==> src/rtl/mbe_pkg.sv <==
// ----------------------------------------------------------------------------
// Multipart boundary extractor package
// Shared sizes, codes, item types and the control bundle for the match cells.
// ----------------------------------------------------------------------------
package mbe_pkg;

  localparam int MAX_VALUE_LEN = 70;
  localparam int WINDOW_DEPTH  = 74;

  localparam int IDX_W  = (WINDOW_DEPTH > 1) ? $clog2(WINDOW_DEPTH) : 1;
  localparam int VLEN_W = $clog2(MAX_VALUE_LEN + 1);
  localparam int FILL_W = $clog2(WINDOW_DEPTH + 1);
  localparam int CMP_W  = $clog2(MAX_VALUE_LEN + WINDOW_DEPTH + 5);
  localparam int CNT_W  = 24;

  localparam int HDR_LEN   = 4;
  localparam int DASH_LEN  = 2;
  localparam int DATA_XTRA = 4;

  localparam logic [CNT_W-1:0] COUNT_MAX = {CNT_W{1'b1}};

  localparam logic [1:0] OP_START  = 2'd0;
  localparam logic [1:0] OP_APPEND = 2'd1;
  localparam logic [1:0] OP_BODY   = 2'd2;
  localparam logic [1:0] OP_END    = 2'd3;

  localparam logic [1:0] PH_BEGIN  = 2'd0;
  localparam logic [1:0] PH_HEADER = 2'd1;
  localparam logic [1:0] PH_DATA   = 2'd2;

  localparam logic KIND_PAYLOAD = 1'b0;
  localparam logic KIND_REPORT  = 1'b1;

  localparam logic [7:0] CHAR_CR   = 8'h0D;
  localparam logic [7:0] CHAR_LF   = 8'h0A;
  localparam logic [7:0] CHAR_DASH = 8'h2D;

  typedef struct packed {
    logic [1:0] op;
    logic [7:0] data_byte;
  } in_item_t;

  typedef struct packed {
    logic             kind;
    logic [7:0]       payload_byte;
    logic             first_of_file;
    logic [CNT_W-1:0] byte_count;
    logic             upload_ok;
  } out_item_t;

  typedef struct packed {
    logic              win_shift;
    logic              val_shift;
    logic [1:0]        phase;
    logic [VLEN_W-1:0] vlen;
  } cell_ctl_t;

endpackage

==> src/rtl/multipart_boundary_extractor.sv <==
// ----------------------------------------------------------------------------
// Multipart boundary extractor
// Results are registered: each appears in the cycle after its transaction.
// Throughput: one transaction per unstalled cycle, set by the combinational
// compare across the row of match cells and the one-entry output register.
// Reset clears phase, lengths, fill and count; cell bytes are not reset.
// ----------------------------------------------------------------------------
module multipart_boundary_extractor
  import mbe_pkg::*;
(
  input  logic      clk,
  input  logic      rst_n,
  input  logic      in_valid,
  output logic      in_stall,
  input  in_item_t  in_data,
  output logic      out_valid,
  input  logic      out_stall,
  output out_item_t out_data
);

  logic [VLEN_W-1:0] vlen_r;
  logic [VLEN_W-1:0] vlen_nxt;
  logic [FILL_W-1:0] fill_r;
  logic [FILL_W-1:0] fill_nxt;
  logic [1:0]        phase_r;
  logic [1:0]        phase_nxt;
  logic [CNT_W-1:0]  total_r;
  logic [CNT_W-1:0]  total_nxt;
  logic              out_valid_r;
  logic              out_valid_nxt;
  out_item_t         out_data_r;
  out_item_t         out_data_nxt;

  logic              acc;
  logic              out_take;
  cell_ctl_t         ctl;
  logic [7:0]        win_chain [WINDOW_DEPTH];
  logic [7:0]        val_chain [WINDOW_DEPTH];
  logic [7:0]        taps      [WINDOW_DEPTH];
  logic [WINDOW_DEPTH-1:0] hits;
  logic [7:0]        tap_or;
  logic              hit_all;
  logic [CMP_W-1:0]  plen;
  logic [FILL_W-1:0] fill_after;
  logic              full;
  logic              emit;

  assign in_stall = out_valid_r && out_stall;
  assign acc      = in_valid && !in_stall;
  assign out_take = out_valid_r && !out_stall;

  assign ctl.win_shift = acc && (in_data.op == OP_BODY);
  assign ctl.val_shift = acc && (in_data.op == OP_APPEND) &&
                         (vlen_r < VLEN_W'(MAX_VALUE_LEN));
  assign ctl.phase     = phase_r;
  assign ctl.vlen      = vlen_r;

  for (genvar g = 0; g < WINDOW_DEPTH; g++) begin : g_cell
    logic [7:0] win_src;
    logic [7:0] val_src;
    if (g == 0) begin : g_head
      assign win_src = in_data.data_byte;
      assign val_src = in_data.data_byte;
    end else begin : g_body
      assign win_src = win_chain[g-1];
      assign val_src = val_chain[g-1];
    end
    mbe_cell u_cell (
      .clk     (clk),
      .idx     (IDX_W'(g)),
      .ctl     (ctl),
      .win_in  (win_src),
      .val_in  (val_src),
      .win_out (win_chain[g]),
      .val_out (val_chain[g]),
      .hit     (hits[g]),
      .tap     (taps[g])
    );
  end

  assign hit_all = &hits;

  always_comb begin
    tap_or = 8'h00;
    for (int i = 0; i < WINDOW_DEPTH; i++) begin
      tap_or = tap_or | taps[i];
    end
  end

  always_comb begin
    case (phase_r)
      PH_HEADER: plen = CMP_W'(HDR_LEN);
      PH_DATA:   plen = CMP_W'(vlen_r) + CMP_W'(DATA_XTRA);
      default:   plen = CMP_W'(vlen_r) + CMP_W'(DASH_LEN);
    endcase
  end

  assign fill_after = (fill_r == FILL_W'(WINDOW_DEPTH)) ? fill_r : fill_r + FILL_W'(1);
  assign full       = CMP_W'(fill_after) >= plen;

  always_comb begin
    vlen_nxt      = vlen_r;
    fill_nxt      = fill_r;
    phase_nxt     = phase_r;
    total_nxt     = total_r;
    emit          = 1'b0;
    out_data_nxt  = out_data_r;
    if (acc) begin
      case (in_data.op)
        OP_START: begin
          vlen_nxt  = '0;
          fill_nxt  = '0;
          phase_nxt = PH_BEGIN;
          total_nxt = '0;
        end
        OP_APPEND: begin
          if (vlen_r < VLEN_W'(MAX_VALUE_LEN)) begin
            vlen_nxt = vlen_r + VLEN_W'(1);
          end
        end
        OP_BODY: begin
          fill_nxt = fill_after;
          if (full) begin
            if (hit_all) begin
              fill_nxt  = '0;
              phase_nxt = (phase_r == PH_HEADER) ? PH_DATA : PH_HEADER;
            end else begin
              fill_nxt = fill_after - FILL_W'(1);
              if (phase_r == PH_DATA) begin
                emit      = 1'b1;
                total_nxt = (total_r == COUNT_MAX) ? total_r : total_r + CNT_W'(1);
                out_data_nxt.kind          = KIND_PAYLOAD;
                out_data_nxt.payload_byte  = tap_or;
                out_data_nxt.first_of_file = (total_r == '0);
                out_data_nxt.byte_count    = total_nxt;
                out_data_nxt.upload_ok     = 1'b0;
              end
            end
          end
        end
        default: begin
          emit = 1'b1;
          out_data_nxt.kind          = KIND_REPORT;
          out_data_nxt.payload_byte  = 8'h00;
          out_data_nxt.first_of_file = 1'b0;
          out_data_nxt.byte_count    = total_r;
          out_data_nxt.upload_ok     = (total_r != '0);
        end
      endcase
    end
  end

  always_comb begin
    out_valid_nxt = out_valid_r;
    if (emit) begin
      out_valid_nxt = 1'b1;
    end else if (out_take) begin
      out_valid_nxt = 1'b0;
    end
  end

  always_ff @(posedge clk) begin
    if (!rst_n) begin
      vlen_r      <= '0;
      fill_r      <= '0;
      phase_r     <= PH_BEGIN;
      total_r     <= '0;
      out_valid_r <= 1'b0;
    end else begin
      vlen_r      <= vlen_nxt;
      fill_r      <= fill_nxt;
      phase_r     <= phase_nxt;
      total_r     <= total_nxt;
      out_valid_r <= out_valid_nxt;
    end
  end

  always_ff @(posedge clk) begin
    out_data_r <= out_data_nxt;
  end

  assign out_valid = out_valid_r;
  assign out_data  = out_data_r;

endmodule

==> src/rtl/mbe_cell.sv <==
// ----------------------------------------------------------------------------
// Multipart boundary extractor match cell
// Holds one window byte and one boundary byte, shifts both along the row and
// compares the incoming window byte with the pattern byte for its position.
// ----------------------------------------------------------------------------
module mbe_cell
  import mbe_pkg::*;
(
  input  logic             clk,
  input  logic [IDX_W-1:0] idx,
  input  cell_ctl_t        ctl,
  input  logic [7:0]       win_in,
  input  logic [7:0]       val_in,
  output logic [7:0]       win_out,
  output logic [7:0]       val_out,
  output logic             hit,
  output logic [7:0]       tap
);

  logic [7:0]       win_r;
  logic [7:0]       win_nxt;
  logic [7:0]       val_r;
  logic [7:0]       val_nxt;
  logic [CMP_W-1:0] pos;
  logic [CMP_W-1:0] len;
  logic [7:0]       exp_byte;
  logic             in_range;

  assign pos = CMP_W'(idx);
  assign len = CMP_W'(ctl.vlen);

  always_comb begin
    exp_byte = CHAR_DASH;
    in_range = 1'b0;
    case (ctl.phase)
      PH_HEADER: begin
        exp_byte = idx[0] ? CHAR_CR : CHAR_LF;
        in_range = pos < CMP_W'(HDR_LEN);
      end
      PH_DATA: begin
        if (pos < len) begin
          exp_byte = val_r;
        end else if (pos == len + CMP_W'(DASH_LEN)) begin
          exp_byte = CHAR_LF;
        end else if (pos == len + CMP_W'(DASH_LEN + 1)) begin
          exp_byte = CHAR_CR;
        end else begin
          exp_byte = CHAR_DASH;
        end
        in_range = pos < len + CMP_W'(DATA_XTRA);
      end
      default: begin
        exp_byte = (pos < len) ? val_r : CHAR_DASH;
        in_range = pos < len + CMP_W'(DASH_LEN);
      end
    endcase
  end

  assign hit = !in_range || (win_in == exp_byte);
  assign tap = (pos == len + CMP_W'(DATA_XTRA - 1)) ? win_in : 8'h00;

  assign win_nxt = ctl.win_shift ? win_in : win_r;
  assign val_nxt = ctl.val_shift ? val_in : val_r;

  always_ff @(posedge clk) begin
    win_r <= win_nxt;
    val_r <= val_nxt;
  end

  assign win_out = win_r;
  assign val_out = val_r;

endmodule

==> config.mk <==
export PLATFORM = sky130hd
export DESIGN_NAME = multipart_boundary_extractor
export DESIGN_NICKNAME = d
export VERILOG_FILES = /design/src/rtl/mbe_pkg.sv /design/src/rtl/multipart_boundary_extractor.sv /design/src/rtl/mbe_cell.sv
export SDC_FILE = /design/constraint.sdc
export NUM_CORES = 2
export LEC_CHECK = 0
export BUFFER_PORTS_ARGS = -buffer_cell sky130_fd_sc_hd__buf_2
export CAP_MARGIN = 20
export CORE_AREA = 5 5 250 495
export CTS_BUF_LIST = sky130_fd_sc_hd__clkbuf_4
export CTS_CLUSTER_DIAMETER = 100
export DETAILED_ROUTE_END_ITERATION = 6
export DIE_AREA = 0 0 255 500
export HOLD_SLACK_MARGIN = 0.03
export PLACE_DENSITY = 0.79
export SLEW_MARGIN = 30
export SYNTH_ARGS = -nofsm -noshare
export SYNTH_HDL_FRONTEND = slang
export SYNTH_SLANG_ARGS = --single-unit
export TNS_END_PERCENT = 100
==> constraint.sdc <==
create_clock -name clk -period 19.35 [get_ports clk]
set_input_delay 1.935 -clock clk [delete_from_list [all_inputs] [get_ports clk]]
set_output_delay 1.935 -clock clk [all_outputs]
set_load 0.05 [all_outputs]
==> metrics, run 1 <==
Post-Syn Area per Cell approximately 11 um^2; Initial Util 0.5467; Seq/Total Area, Yosys 0.5709; Synth warnings 0; flops & latches, synth 1,252; Total GRT Usage 0.7243; Mapped Cells approximately 6k; clock sink count between 1k and 1.5k; post-synth top area cell edfxtp_1; Distinct cells, synth 114; CTS resizes 0; status aborted with a tool error; Stop stage global routing (5_1_grt); Final HPWL DP 306,100 um; gpl congestion ~1.4; Syn Nets roughly 5.9k; Post-Syn Area roughly 65,000 um^2; H-tree levels 5; share of the synthesized area in the top cell type 0.5583; aggregate global routing overflow slightly above 400; number of cell rows approximately 180; most common cell in the netlist edfxtp_1; CTS Buf Count 297; Clock Path Buffers 4; Async SR Flop Fraction 0; Die Span X about 260 um; clk root buf clkbuf_4; pre-CTS setup slack 10.83 ns; number of global-route vias before repair about 72k; port buffer count 50; largest net degree at the start of global routing around 170; Area contributors post-synth edfxtp_1 (56%), xnor2_1 (3.0%), nor2_1 (3.0%), o21ai_0 (2.8%), nand2_1 (2.5%); first-pass GRT wire length between 600,000 and 700,000 um; hold_buf cts 0; Setup Fix Bufs, Post-CTS 0; Most used DFF post-synth edfxtp_1; Top-Level Pins between 50 and 60; Post-synth EDFFs ~1.2k; Die Span Y about 500 um; First Err [ERROR GRT-0116] Global routing finished with congestion. Check the congestion regions in the DRC Viewer.; commonest cells in the netlist edfxtp_1 (1,211), nor2_1 (516), nand2_1 (434), o21ai_0 (366), a21oi_1 (282); placed cell area about 68,000 um^2
[logic make-up after synthesis]
kind of cell             synth area share
XOR/XNOR                          0.04904
multiplexers                     0.008144
adder cells (fa/ha/maj)          0.005955
flip-flops                         0.5709
AND/OR/NAND/NOR                    0.1446
buffers and inverters             0.02745
AO/OA/AOI/OAI                      0.1940
[stage by stage]
step | cells | util
after global placement | 7348 | 0.5691
after detailed placement | 7357 | 0.5713
after CTS | 7854 | 0.6012
after floorplan | 5867 | -
[per-layer routing]
| layer | GRT usage | overflow |
|---|---|---|
| met5 | 0.1668 | 4 |
| met4 | 0.7437 | 191 |
| met3 | 0.5599 | 5 |
| met2 | 0.8908 | 200 |
| met1 | 0.7212 | 4 |
==> run 2: changes to the inputs <==
--- a/config.mk
+++ b/config.mk
@@ -7,13 +7,10 @@
 export LEC_CHECK = 0
 export BUFFER_PORTS_ARGS = -buffer_cell sky130_fd_sc_hd__buf_2
 export CAP_MARGIN = 20
-export CORE_AREA = 5 5 250 495
-export CTS_BUF_LIST = sky130_fd_sc_hd__clkbuf_4
-export CTS_CLUSTER_DIAMETER = 100
+export CORE_AREA = 5 5 410 412
 export DETAILED_ROUTE_END_ITERATION = 6
-export DIE_AREA = 0 0 255 500
-export HOLD_SLACK_MARGIN = 0.03
-export PLACE_DENSITY = 0.79
+export DIE_AREA = 0 0 415 417
+export PLACE_DENSITY_LB_ADDON = 0.15
 export SLEW_MARGIN = 30
 export SYNTH_ARGS = -nofsm -noshare
 export SYNTH_HDL_FRONTEND = slang
==> run 2 against run 1 <==
  * The flow now finishes, with violations (DRC)
  * Area after synthesis stayed put
  * Synthesized cell count unchanged
==> metrics, run 2 <==
R2R Setup Slk just over 10 ns; Die Span Y 417 um (was 500 um); most frequent cells in the layout edfxtp_1 (1,211), nor2_1 (496), nand2_1 (433); clock sink count 1,252 (unchanged); leakage power 23.33 nW; RSZ-0062 raised after global routing no; met1 GRT Util 0.5860; DR vias/cell ~7.3; H-tree levels 4 (was 5); final setup vio count 0; Post-Syn Area 65,140 um^2 (unchanged); Post-Syn Area per Cell 11.10 um^2 (unchanged); DR iter-0 viols 12.07k; number of cell rows 149 (was 179); Critical Path RT between 15 and 20 ns; number of global-route vias before repair between 50k and 60k; gpl congestion 1.161 (was 1.371); Mapped Cells 5,867 (unchanged); hold_buf cts 0 (unchanged); Area contributors post-synth edfxtp_1 (56%), xnor2_1 (3.0%), nor2_1 (3.0%), o21ai_0 (2.8%), nand2_1 (2.5%) (unchanged); Syn Nets 5,912 (unchanged); clk slew on worst S/H paths approximately 0.060 ns; via count approximately 61k; final worst-path setup slack 10.05 ns; pre-CTS setup slack 10.69 ns (was 10.83 ns); nets around 6.1k; crit share post-route 0.4806; WHS Path Cells 0; synthesis-to-layout area growth 13.99%; CTS tree built; commonest cells in the netlist edfxtp_1 (1,211), nor2_1 (516), nand2_1 (434), o21ai_0 (366), a21oi_1 (282) (unchanged); port buffer count 50 (unchanged); Synth warnings 0 (unchanged); status complete, but fails checks (was aborted with a tool error); wire per inst between 40 and 50 um; Max FO, Critical Path 28; Distinct cells, synth 114 (unchanged); Async SR Flop Fraction 0 (unchanged); CTS Buf Count 143 (was 297); aggregate global routing overflow 0; post-synth top area cell edfxtp_1 (unchanged); Die ar. 173,100 um^2; share of the synthesized area in the top cell type 0.5583 (unchanged); Finished Layout Cells 8,364; slew margin rel. 0.1457; Cells after DPL 8,048 (was 7,357); Total GRT Usage 0.4590; ratio of cells with drive above 1 in the final layout 0.1210; FF-to-FF End out_data[21]; Tmin final roughly 9.3 ns; Crit. End Element register; Final HPWL DP 312,900 um (was 306,100 um); Sum Neg Setup Slack 0 ns; most common cell in the netlist edfxtp_1 (unchanged); post-route ant nets 0; Setup Crit Path Kind reg2reg; Setup Fix Bufs, Post-CTS 0 (unchanged); DR DRC count 3; Clock Path Buffers 3 (was 4); RR Startpoint vlen_r[2]; f_max roughly 0.11 GHz; Clock Skews 0.04530 ns; crit path DAT just under 10 ns; Cell Pwr Density 82.92 nW/um^2; flops & latches, synth 1,252 (unchanged); GR met2 Demand/Resource 0.6170; Max VDD drop approximately 0.095 mV; area of the core 164,100 um^2; Hold Crit Class reg2reg; Most used DFF post-synth edfxtp_1 (unchanged); worst slew pin tran ~1.3 ns; fillers roughly 15k; Initial Util 0.3970 (was 0.5467); Final Power 6.157 mW; violated checks DRC; CTS resizes 0 (unchanged); final wirelength roughly 410,000 um; hold path start g_cell[5].u_cell.val_out[5]; commonest non-fill, non-tap cell in the layout edfxtp_1; clk root buf clkbuf_16 (was clkbuf_4); max reg flops 592; worst hold endpoint g_cell[6].u_cell.val_out[5]; Slew Viols, Final 0; TritonRoute pass-1 iters 7; clk_lat worst skew roughly 0.84 ns; largest net degree at the start of global routing roughly 180; max_cap viols 0; initial antenna violation count 79; first-pass GRT wire length between 500,000 and 600,000 um; met3 Use GR 0.1918; placed cell area 69,200 um^2 (was 68,070 um^2); Top-Level Pins 51 (unchanged); Seq/Total Area, Yosys 0.5709 (unchanged); most used routing layer met2; R2R depth 19; Post-synth EDFFs 1,211 (unchanged); CP Launch Type register; Final Cell Area approximately 74,000 um^2; Hold Fails Final Rpt 0; Die Span X 415 um (was 255 um)
==> run 2: worst max-delay path by stage <==
| stage | start | endpoint | slack [ns] | cells after the start |
|---|---|---|---|---|
| floorplan | out_stall | total_r[11] | 1.49 | 8 |
| global placement | vlen_r[2] | out_data[27] | 10.43 | 19 |
| detailed placement | vlen_r[2] | out_data[30] | 10.69 | 18 |
| CTS | vlen_r[2] | out_data[25] | 10.68 | 18 |
| global route | vlen_r[2] | out_data[21] | 10.24 | 19 |
| finish | vlen_r[2] | out_data[21] | 10.05 | 19 |
==> run 2: power by group <==
group / switching, mW / internal, mW / total (mW)
Combinational: 0.204 / 0.0716 / 0.276
Sequential: 0.0994 / 3.02 / 3.12
Clock: 1.17 / 1.59 / 2.76
Total: 1.48 / 4.68 / 6.16
==> run 2: critical path, cell delays in order (launching register included) <==
cell,delay (ns)
dfxtp_1,0.93
buf_4,0.39
ha_1,0.41
buf_4,0.44
nand4_1,0.40
xnor2_1,0.26
buf_4,0.32
nand3_1,0.63
o21ai_0,0.43
xor2_1,0.14
nor4_1,0.86
a32oi_1,0.56
a2111oi_0,0.93
nand4_1,0.29
nor4_2,0.71
a211oi_1,0.27
buf_4,0.25
o21ai_0,0.36
nor2_4,0.17
buf_16,0.21
==> run 2: final cells by class <==
class	count	area [um^2]	area share
Clock inverter	74	753.2	0.01014
Inverter	101	379.1	0.005106
Antenna cell	52	130.1	0.001752
Timing Repair Buffer	327	2515	0.03387
Tap cell	2189	2739	0.03689
Clock buffer	180	3885	0.05232
Sequential cell	1252	37200	0.5010
Multi-Input combinational cell	4189	26650	0.3590
==> run 2: per-layer routing <==
| metal | wire [um] | part of all wire |
|---|---|---|
| met1 | 154000 | 0.37 |
| met2 | 161100 | 0.39 |
| met3 | 58200 | 0.14 |
| met4 | 37400 | 0.091 |
| met5 | 393 | 0.00096 |
==> run 2: logic make-up after synthesis <==
group / Yosys count / synth area share
compound gates: 1814 / 0.1940
xor+xnor: 363 / 0.04904
fa+ha+maj: 31 / 0.005955
buf+inv: 426 / 0.02745
flops: 1252 / 0.5709
mux: 51 / 0.008144
simple gates: 1930 / 0.1446
==> run 2: metrics by stage <==
| step | hold WS [ns] | util |
|---|---|---|
| detailed placement | 0.4237 | 0.4218 |
| CTS | 0.4298 | 0.4501 |
| floorplan | 0.4174 | - |
| finish | 0.4211 | 0.4526 |
| global placement | 0.4261 | 0.4204 |
| global route | 0.4453 | 0.4520 |
Note: power is estimated with default switching activity, not from simulation.
